**src/tmws_pkg.sv**
```systemverilog
// Shared types, constants and command codes of the trap-model walk engine.
// No dependencies.
`default_nettype none

package tmws_pkg;

	localparam int GRID_DEPTH = 64;
	localparam int GRID_AW    = 6;
	localparam int CFG_IDX_W  = 3;

	localparam logic [CFG_IDX_W-1:0] CFG_LANE_WIDTH    = 3'd0;
	localparam logic [CFG_IDX_W-1:0] CFG_CUT_PLUS_X    = 3'd1;
	localparam logic [CFG_IDX_W-1:0] CFG_CUT_MINUS_X   = 3'd2;
	localparam logic [CFG_IDX_W-1:0] CFG_LATERAL_SHARE = 3'd3;
	localparam logic [CFG_IDX_W-1:0] CFG_INV_ALPHA     = 3'd4;
	localparam logic [CFG_IDX_W-1:0] CFG_DISORDER_SEED = 3'd5;
	localparam logic [CFG_IDX_W-1:0] CFG_GRID_POINTS   = 3'd6;

	localparam logic [1:0] FUNC_LOAD  = 2'd0;
	localparam logic [1:0] FUNC_START = 2'd1;
	localparam logic [1:0] FUNC_STEP  = 2'd2;

	localparam logic [63:0] SM_GAMMA = 64'h9e3779b97f4a7c15;
	localparam logic [63:0] SM_MUL1  = 64'hbf58476d1ce4e5b9;
	localparam logic [63:0] SM_MUL2  = 64'h94d049bb133111eb;
	localparam logic [63:0] SALT_X   = 64'h243f6a8885a308d3;
	localparam logic [63:0] SALT_Y   = 64'h13198a2e03707344;
	localparam logic [63:0] SALT_Z   = 64'ha4093822299f31d0;

	typedef logic [4:0] op_t;
	localparam op_t OP_NOP   = 5'd0;
	localparam op_t OP_LOAD  = 5'd1;
	localparam op_t OP_START = 5'd2;
	localparam op_t OP_BEGIN = 5'd3;
	localparam op_t OP_HINIT = 5'd4;
	localparam op_t OP_MULP  = 5'd5;
	localparam op_t OP_ULOAD = 5'd6;
	localparam op_t OP_NORM  = 5'd7;
	localparam op_t OP_SQR   = 5'd8;
	localparam op_t OP_LOGF  = 5'd9;
	localparam op_t OP_EMUL  = 5'd10;
	localparam op_t OP_EXPS  = 5'd11;
	localparam op_t OP_DWELL = 5'd12;
	localparam op_t OP_CMP   = 5'd13;
	localparam op_t OP_MOVE  = 5'd14;
	localparam op_t OP_MOD   = 5'd15;
	localparam op_t OP_WB    = 5'd16;
	localparam op_t OP_OUT   = 5'd17;
	localparam op_t OP_FIN   = 5'd18;

	typedef struct packed {
		op_t        op;
		logic [3:0] sel;
	} cmd_t;

	typedef struct packed {
		logic [1:0] func;
		logic       done;
		logic       hit;
	} stat_t;

	function automatic logic [63:0] isqrt_f(input logic [63:0] v);
		logic [63:0] res;
		logic [63:0] rem;
		logic [63:0] bit_v;
		int i;
		res = '0;
		rem = v;
		bit_v = 64'h4000_0000_0000_0000;
		for (i = 0; i < 32; i++) begin
			if (rem >= res + bit_v) begin
				rem = rem - (res + bit_v);
				res = (res >> 1) + bit_v;
			end else begin
				res = res >> 1;
			end
			bit_v = bit_v >> 2;
		end
		return res;
	endfunction

	// entry k holds 2^(2^-(k+1)) in Q1.30
	function automatic logic [15:0][30:0] exp_tab_f();
		logic [15:0][30:0] t;
		logic [63:0] c;
		int k;
		c = 64'd2 << 30;
		for (k = 0; k < 16; k++) begin
			c = isqrt_f(c << 30);
			t[k] = c[30:0];
		end
		return t;
	endfunction

	localparam logic [15:0][30:0] EXP_C = exp_tab_f();

endpackage

`default_nettype wire

```
**src/tmws_ctrl.sv**
```systemverilog
// Controller: sequences datapath commands for load, start and step items and
// owns the input ready and result valid. Uses tmws_pkg.
`default_nettype none

module tmws_ctrl import tmws_pkg::*; (
	input  logic  clk,
	input  logic  arst_n,
	input  logic  in_valid,
	output logic  in_ready,
	output logic  out_valid,
	input  logic  out_ready,
	input  stat_t stat,
	output cmd_t  cmd
);

	localparam logic [4:0] S_IDLE  = 5'd0;
	localparam logic [4:0] S_DISP  = 5'd1;
	localparam logic [4:0] S_HASH  = 5'd2;
	localparam logic [4:0] S_ULD   = 5'd3;
	localparam logic [4:0] S_NORM  = 5'd4;
	localparam logic [4:0] S_SQR   = 5'd5;
	localparam logic [4:0] S_LOG   = 5'd6;
	localparam logic [4:0] S_EMUL  = 5'd7;
	localparam logic [4:0] S_EXP   = 5'd8;
	localparam logic [4:0] S_DWELL = 5'd9;
	localparam logic [4:0] S_RD    = 5'd10;
	localparam logic [4:0] S_CMP   = 5'd11;
	localparam logic [4:0] S_MOVE  = 5'd12;
	localparam logic [4:0] S_MOD   = 5'd13;
	localparam logic [4:0] S_WB    = 5'd14;
	localparam logic [4:0] S_OUT   = 5'd15;
	localparam logic [4:0] S_FIN   = 5'd16;

	logic [4:0] state_q, state_d;
	logic [3:0] cnt_q, cnt_d;
	logic [1:0] crd_q, crd_d;
	logic       ov_q;
	logic       can_out, issue;
	logic [3:0] cm1;

	assign in_ready  = state_q == S_IDLE;
	assign out_valid = ov_q;
	assign can_out   = !ov_q || out_ready;
	assign cm1       = cnt_q - 4'd1;

	always_comb begin
		state_d = state_q;
		cnt_d   = cnt_q;
		crd_d   = crd_q;
		cmd     = '{op: OP_NOP, sel: 4'd0};
		issue   = 1'b0;
		unique case (state_q)
			S_IDLE: if (in_valid) state_d = S_DISP;
			S_DISP: begin
				state_d = S_IDLE;
				case (stat.func)
					FUNC_LOAD:  cmd.op = OP_LOAD;
					FUNC_START: cmd.op = OP_START;
					FUNC_STEP: begin
						if (stat.done) begin
							state_d = S_FIN;
						end else begin
							cmd.op  = OP_BEGIN;
							state_d = S_HASH;
							cnt_d   = '0;
							crd_d   = '0;
						end
					end
					default: ;
				endcase
			end
			S_HASH: begin
				// per coordinate: init, then two 64-bit products in four parts each
				if (cnt_q == 4'd0) begin
					cmd = '{op: OP_HINIT, sel: {2'b0, crd_q}};
				end else begin
					cmd = '{op: OP_MULP, sel: {1'b0, cnt_q > 4'd4, cm1[1:0]}};
				end
				cnt_d = cnt_q + 4'd1;
				if (cnt_q == 4'd8) begin
					cnt_d = '0;
					crd_d = crd_q + 2'd1;
					if (crd_q == 2'd2) state_d = S_ULD;
				end
			end
			S_ULD: begin
				cmd.op  = OP_ULOAD;
				state_d = S_NORM;
				cnt_d   = '0;
			end
			S_NORM: begin
				cmd   = '{op: OP_NORM, sel: cnt_q};
				cnt_d = cnt_q + 4'd1;
				if (cnt_q == 4'd5) begin
					cnt_d   = '0;
					state_d = S_SQR;
				end
			end
			S_SQR: begin
				cmd   = '{op: OP_SQR, sel: cnt_q};
				cnt_d = cnt_q + 4'd1;
				if (cnt_q == 4'd15) state_d = S_LOG;
			end
			S_LOG: begin
				cmd.op  = OP_LOGF;
				state_d = S_EMUL;
			end
			S_EMUL: begin
				cmd.op  = OP_EMUL;
				state_d = S_EXP;
				cnt_d   = '0;
			end
			S_EXP: begin
				cmd   = '{op: OP_EXPS, sel: cnt_q};
				cnt_d = cnt_q + 4'd1;
				if (cnt_q == 4'd15) state_d = S_DWELL;
			end
			S_DWELL: begin
				cmd.op  = OP_DWELL;
				state_d = S_RD;
			end
			S_RD: state_d = S_CMP;
			S_CMP: begin
				if (stat.hit) begin
					cmd.op  = OP_CMP;
					state_d = S_RD;
				end else if (stat.done) begin
					state_d = S_OUT;
				end else begin
					state_d = S_MOVE;
				end
			end
			S_MOVE: begin
				cmd.op  = OP_MOVE;
				state_d = S_MOD;
				cnt_d   = 4'd8;
			end
			S_MOD: begin
				cmd   = '{op: OP_MOD, sel: cnt_q};
				cnt_d = cnt_q - 4'd1;
				if (cnt_q == 4'd0) state_d = S_WB;
			end
			S_WB: begin
				cmd.op  = OP_WB;
				state_d = S_OUT;
			end
			S_OUT: if (can_out) begin
				cmd.op  = OP_OUT;
				issue   = 1'b1;
				state_d = S_IDLE;
			end
			S_FIN: if (can_out) begin
				cmd.op  = OP_FIN;
				issue   = 1'b1;
				state_d = S_IDLE;
			end
			default: state_d = S_IDLE;
		endcase
	end

	always_ff @(posedge clk or negedge arst_n) begin
		if (!arst_n) begin
			state_q <= S_IDLE;
			cnt_q   <= '0;
			crd_q   <= '0;
			ov_q    <= 1'b0;
		end else begin
			state_q <= state_d;
			cnt_q   <= cnt_d;
			crd_q   <= crd_d;
			if (issue) ov_q <= 1'b1;
			else if (out_ready) ov_q <= 1'b0;
		end
	end

endmodule

`default_nettype wire

```
**config.mk**
```make
export PLATFORM = sky130hd
export DESIGN_NAME = tmws_ctrl
export DESIGN_NICKNAME = d
export VERILOG_FILES = /design/src/tmws_pkg.sv /design/src/tmws_ctrl.sv
export SDC_FILE = /design/constraint.sdc
export NUM_CORES = 1
export LEC_CHECK = 0
export BUFFER_PORTS_ARGS = -buffer_cell sky130_fd_sc_hd__buf_2
export CAP_MARGIN = 30
export CORE_ASPECT_RATIO = 1.1
export CORE_MARGIN = 2
export CORE_UTILIZATION = 28
export CTS_CLUSTER_DIAMETER = 60
export CTS_CLUSTER_SIZE = 40
export DETAILED_ROUTE_END_ITERATION = 8
export PLACE_DENSITY_LB_ADDON = 0.08
export SLEW_MARGIN = 25
export SYNTH_ARGS = -nofsm -noshare
export SYNTH_HDL_FRONTEND = slang
export SYNTH_SLANG_ARGS = --single-unit
export TNS_END_PERCENT = 1
```
**constraint.sdc**
```tcl
create_clock -name clk -period 5.6 [get_ports clk]
set_clock_uncertainty 0.15 [all_clocks]
set_input_delay 1.12 -clock clk [delete_from_list [all_inputs] [get_ports clk]]
set_output_delay 1.12 -clock clk [all_outputs]
set_load 0.05 [all_outputs]
```
==> results.sh, run 1 <==
export IMPL_crit_type="in2out"
export IMPL_io_buffers=18
export IMPL_cp_arrival_ns=2.49
export IMPL_cts_setup_buffers=0
export IMPL_die_height_um=73.0
export IMPL_synth_edff_count=0
export IMPL_crit_path_top_delay_cell="a211oi_1"
export IMPL_ys_seq_area_share_pct=24.8
export IMPL_grt_first_pass_wirelength_um=6070
export IMPL_final_cell_mix="buf_2 (18), a21oi_1 (15), nor2_1 (12), dfrtp_1 (12)"
export IMPL_layout_commonest_cell="buf_2"
export IMPL_dr_pass1_iters=4
export IMPL_crit_required_ns=4.33
export IMPL_critPathMaxStageDelay_ns=0.36
export IMPL_finalSetupViolations=0
export IMPL_slew_viol_final=0
export IMPL_maxSlewHeadroom_pct=41.4
export IMPL_path_depth=6
export IMPL_die_area_um2=4870
export IMPL_finalHoldViolations=0
export IMPL_drtAntennaViolNets=0
export IMPL_syn_area_per_cell_um2=7.67
export IMPL_synth_area_um2=1210
export IMPL_min_period_over_period_pct=67.2
export IMPL_status="complete, no violations"
export IMPL_critPathBufInv=2
export IMPL_numCtsBuffers=3
export IMPL_maxCapViolations=0
export IMPL_drive_gt1_share_pct=15.2
export IMPL_grt_pass1_vias=1154
export IMPL_core_area_um2=4220
export IMPL_ys_seq_elements=12
export IMPL_syn_num_nets=170
export IMPL_async_reset_ff_share_pct=100
export IMPL_startpoint_type="primary input"
export IMPL_start_util_pct=28.7
export IMPL_r2r_start="state_q[1]"
export IMPL_fin_tns_setup_ns=0
export IMPL_worstMarginPinSlew_ns=0.879
export IMPL_num_vias=1276
export IMPL_die_w_um=66.7
export IMPL_r2r_end="state_q[0]"
export IMPL_startpoint="stat[1]"
export IMPL_cts_root_buffer_cell="clkbuf_8"
export IMPL_clockBufferDepth=2
export IMPL_holdBufCountCts=0
export IMPL_crit_chain="buf_2, a211oi_1, a21oi_1, o32a_1, o221ai_1, buf_2"
export IMPL_grt_usage_pct=16.2
export IMPL_fin_crit_ns=3.76
export IMPL_avgRoutedWirePerCell_um=16.9
export IMPL_ys_flop_type="dfrtp_1"
export IMPL_fmax_ghz=0.266
export IMPL_min_delay_path_depth=1
export IMPL_critPathTopFamily="compound AO/OA/AOI/OAI gates"
export IMPL_r2r_slack_ns=2.82
export IMPL_worstRegToRegCells=5
export IMPL_fin_util_pct=32.1
export IMPL_cts_sinks=12
export IMPL_grt_max_degree=32
export IMPL_synth_warnings=0
export IMPL_ios=19
export IMPL_cts_resized=0
export IMPL_grt_overflow=0
export IMPL_clk_latency_ns=0.24
export IMPL_drt_iter0_markers=57
export IMPL_nNetsFinal=178
export IMPL_row_count=25
export IMPL_dp_hpwl_um=2600
export IMPL_grt_setup_unrepaired="no"
export IMPL_register_area_um2=300
export IMPL_final_fill_count=479
export IMPL_cp_max_fo=6
export IMPL_routabilityCongestion=0.832
export IMPL_cts_tree="done"
export IMPL_yosysUniqueCellTypes=51
export IMPL_endpoint="cmd[4]"
export IMPL_multi_input_comb_area_um2=825
export IMPL_via_per_inst=5.83
export IMPL_clk_pin_slew_ns=0.06
export IMPL_syn_inst=158
export IMPL_synthToLayoutAreaGrowth_pct=11.9
export IMPL_drc=0
export IMPL_wirelength_um=3700
export IMPL_diodes=0
export IMPL_cp_end_kind="primary output"
export IMPL_htree_levels=1
export IMPL_hp_class="reg2reg"
export IMPL_antenna_found_initial=0
export IMPL_cpMostUsedCell="buf_2"
## flip-flops by register name, summed over array words and instances (netlist names)
register,count
state_q,5
cnt_q,4
crd_q,2
out_valid,1
## per-layer routing
metal | GRT usage, % | routed length [µm] | vias up
met5 | 0 | 0 | -
met4 | 2.95 | 34 | 0
met3 | 3.24 | 159 | 4
met2 | 27.0 | 1910 | 29
met1 | 21.7 | 1600 | 625
li1 | - | - | 618
## layout make-up
cell class,count,area share (%)
Clock buffer,4,4.06
Multi-Input combinational cell,126,60.8
Sequential cell,12,22.1
Inverter,5,1.38
Timing Repair Buffer,18,6.64
Tap cell,54,4.98
## worst reg2reg max path: cells and delay by family (launching register included)
family           cells  cell delay [ns]
AO/OA/AOI/OAI        2             0.50
flip-flops           1             0.84
multiplexers         1             0.32
AND/OR/NAND/NOR      2             0.85
## per-stage QoR
step / instance area [µm²] / setup slack, ns / hold WS [ns] / cells
3_5_place_dp: 1300 / 1.82 / 0.412 / 215
3_3_place_gp: 1300 / 1.82 / 0.410 / 215
5_1_grt: 1360 / 1.65 / 0.447 / 219
6_report: 1360 / 1.84 / 0.413 / 219
4_1_cts: 1360 / 1.82 / 0.419 / 219
2_1_floorplan: 1210 / 1.47 / 0.325 / 158
## worst min path at each step
stage | startpoint | to | slack [ns]
floorplan | crd_q[0] | crd_q[0] | 0.33
global placement | crd_q[0] | crd_q[0] | 0.41
detailed placement | crd_q[0] | crd_q[0] | 0.41
CTS | crd_q[0] | crd_q[0] | 0.42
global route | crd_q[0] | crd_q[0] | 0.45
finish | crd_q[0] | crd_q[0] | 0.41
## cell families after synthesis
logic type	share of synthesized area, %
AND/OR/NAND/NOR	29.6
buffers and inverters	7.22
multiplexers	1.86
AO/OA/AOI/OAI	31.7
XOR/XNOR	0.723
flip-flops	24.8
adder cells (fa/ha/maj)	4.13
## cell usage after synthesis (2+ instances only)
master / number / share of area, %
ha_1: 4 / 4.1
clkbuf_1: 9 / 2.8
nor3_1: 4 / 1.7
nor2_1: 12 / 3.7
o21ai_0: 11 / 4.5
inv_1: 5 / 1.5
a211o_1: 2 / 1.4
or4_1: 2 / 1.2
nand4b_1: 4 / 2.9
o221ai_1: 3 / 2.2
mux2_1: 2 / 1.9
buf_1: 3 / 0.93
nand2_1: 11 / 3.4
a31oi_1: 7 / 3.6
nor4_1: 2 / 1.0
a211oi_1: 3 / 1.9
and3_1: 2 / 1.0
nand3b_1: 4 / 2.5
o41ai_1: 2 / 1.4
nor2b_1: 4 / 2.1
o32a_1: 2 / 1.7
and3b_1: 2 / 1.4
dfrtp_1: 12 / 25
a21oi_1: 15 / 6.2
nand3_1: 2 / 0.83
nand2b_1: 3 / 1.5
nor3b_1: 2 / 1.2
Power of run 1 is left out: the tool's default activity adds up to more than one toggle a clock period on the data nets, which glitch-free logic cannot reach.
==> run 2, diff against run 1 <==
- clock period: 5.6 -> 3.2 ns (I/O delays scaled with it)
==> run 2 against run 1 <==
Effect of this change:
- via count rose by 0.63%
- non-clock buffer count is 9 higher
- die area is the same
- worst hold slack worse by 0.29 ns
- utilization rose by 1.5 points
- register-to-register slack worse by 2.1 ns
- cell count increased by 3.7%
- worst setup slack lost 1.5 ns
- flip-flop and latch count is the same
- critical endpoint is now cmd[2]
- count of clock-buffer cells in the layout down 1
- critical path depth unchanged
- cell area up 4.5%
==> results.sh, run 2 (synthesized netlist as in run 1, its figures left out) <==
export IMPL_nNetsFinal=187
export IMPL_drtAntennaViolNets=0
export IMPL_num_vias=1284
export IMPL_cp_max_fo=15
export IMPL_synthToLayoutAreaGrowth_pct=16.9
export IMPL_drive_gt1_share_pct=19.7
export IMPL_clk_latency_ns=0.24
export IMPL_largest_reg_flops=5
export IMPL_grt_usage_pct=16.7
export IMPL_row_count=25
export IMPL_worstMarginPinSlew_ns=0.532
export IMPL_cts_setup_buffers=0
export IMPL_cts_root_buffer_cell="clkbuf_8"
export IMPL_placed_cell_area_um2=1380
export IMPL_clk_pin_slew_ns=0.05
export IMPL_grt_setup_unrepaired="no"
export IMPL_cts_resized=0
export IMPL_cts_tree="done"
export IMPL_maxSlewHeadroom_pct=64.0
export IMPL_fmax_ghz=0.346
export IMPL_fin_crit_ns=2.89
export IMPL_start_util_pct=28.7
export IMPL_drc=0
export IMPL_multi_input_comb_area_um2=832
export IMPL_numCtsBuffers=3
export IMPL_cp_arrival_ns=2.10
export IMPL_grt_max_degree=25
export IMPL_avgRoutedWirePerCell_um=16.6
export IMPL_startpoint="state_q[3]"
export IMPL_crit_required_ns=2.41
export IMPL_antenna_found_initial=0
export IMPL_dp_hpwl_um=2850
export IMPL_ios=19
export IMPL_instances_no_fill=227
export IMPL_finalHoldViolations=0
export IMPL_crit_type="reg2out"
export IMPL_final_cell_mix="buf_2 (18), a21oi_1 (15), nor2_1 (12), dfrtp_1 (12)"
export IMPL_cts_sinks=12
export IMPL_register_area_um2=300
export IMPL_grt_first_pass_wirelength_um=6270
export IMPL_wirelength_um=3770
export IMPL_die_height_um=73.0
export IMPL_r2r_start="state_q[0]"
export IMPL_core_area_um2=4220
export IMPL_die_area_um2=4870
export IMPL_maxCapViolations=0
export IMPL_top_register="state_q"
export IMPL_dp_cells=224
export IMPL_dr_pass1_iters=4
export IMPL_grt_overflow=0
export IMPL_die_w_um=66.7
export IMPL_top_regs="state_q x5, cnt_q x4, crd_q x2"
export IMPL_startpoint_type="flop"
export IMPL_finalSetupViolations=0
export IMPL_layout_commonest_cell="buf_2"
export IMPL_hp_class="in2async"
export IMPL_drt_iter0_markers=58
export IMPL_via_per_inst=5.66
export IMPL_clockBufferDepth=2
export IMPL_final_fill_count=468
export IMPL_holdBufCountCts=0
export IMPL_diodes=0
export IMPL_routabilityCongestion=0.862
export IMPL_io_buffers=18
export IMPL_slew_viol_final=0
export IMPL_cp_end_kind="primary output"
export IMPL_min_period_over_period_pct=90.3
export IMPL_htree_levels=1
export IMPL_status="complete, no violations"
export IMPL_fin_area_um2=1420
export IMPL_grt_pass1_vias=1253
## run 2: changes by cell type in the layout (fill, tap and decap cells not counted)
cell      delta
o41ai_2      +1
clkbuf_8     -1
o41ai_1      -1
buf_4        +9
## run 2: final timing paths
kind | depth (start not counted) | endpoint | slack [ns]
worst max-delay path | 6 | cmd[2] | 0.31
min in group clk | 1 | crd_q[0] | 0.43
worst max register to register | 6 | state_q[0] | 0.68
worst min-delay path | 1 | out_valid | 0.13
worst min register to register | 1 | crd_q[0] | 0.43
max in group asynchronous | 1 | cnt_q[1] | 2.55
## run 2: metal layers
layer | track usage (%) | routed length [µm]
met5 | 0 | 0
met4 | 5.22 | 92
met3 | 3.55 | 107
met2 | 28.1 | 1840
met1 | 21.2 | 1730
## run 2: stage by stage
stage	utilization [%]	hold slack (ns)	setup slack (ns)	TNS [ns]
3_5_place_dp	32.6	0.392	0.428	0
2_1_floorplan	-	0.194	-0.0885	-0.177
6_report	33.6	0.126	0.311	0
3_3_place_gp	32.6	0.394	0.405	0
4_1_cts	33.6	0.134	0.332	0
5_1_grt	33.6	0.142	0.0468	0
## run 2: layout make-up
cell class,count,area share [%]
well taps,54,4.77
repair buffers,27,11.1
clock buffers,3,2.91
multi-input cells,126,58.7
flip-flops and latches,12,21.2
inverters,5,1.32
## run 2: critical path: stages (launching register included)
cell	delay [ns]
dfrtp_1	0.61
nor2b_1	0.30
xnor2_1	0.12
nor3_1	0.32
o21ai_0	0.14
o21ai_0	0.09
buf_2	0.28
Power of run 2 is left out for the same reason.
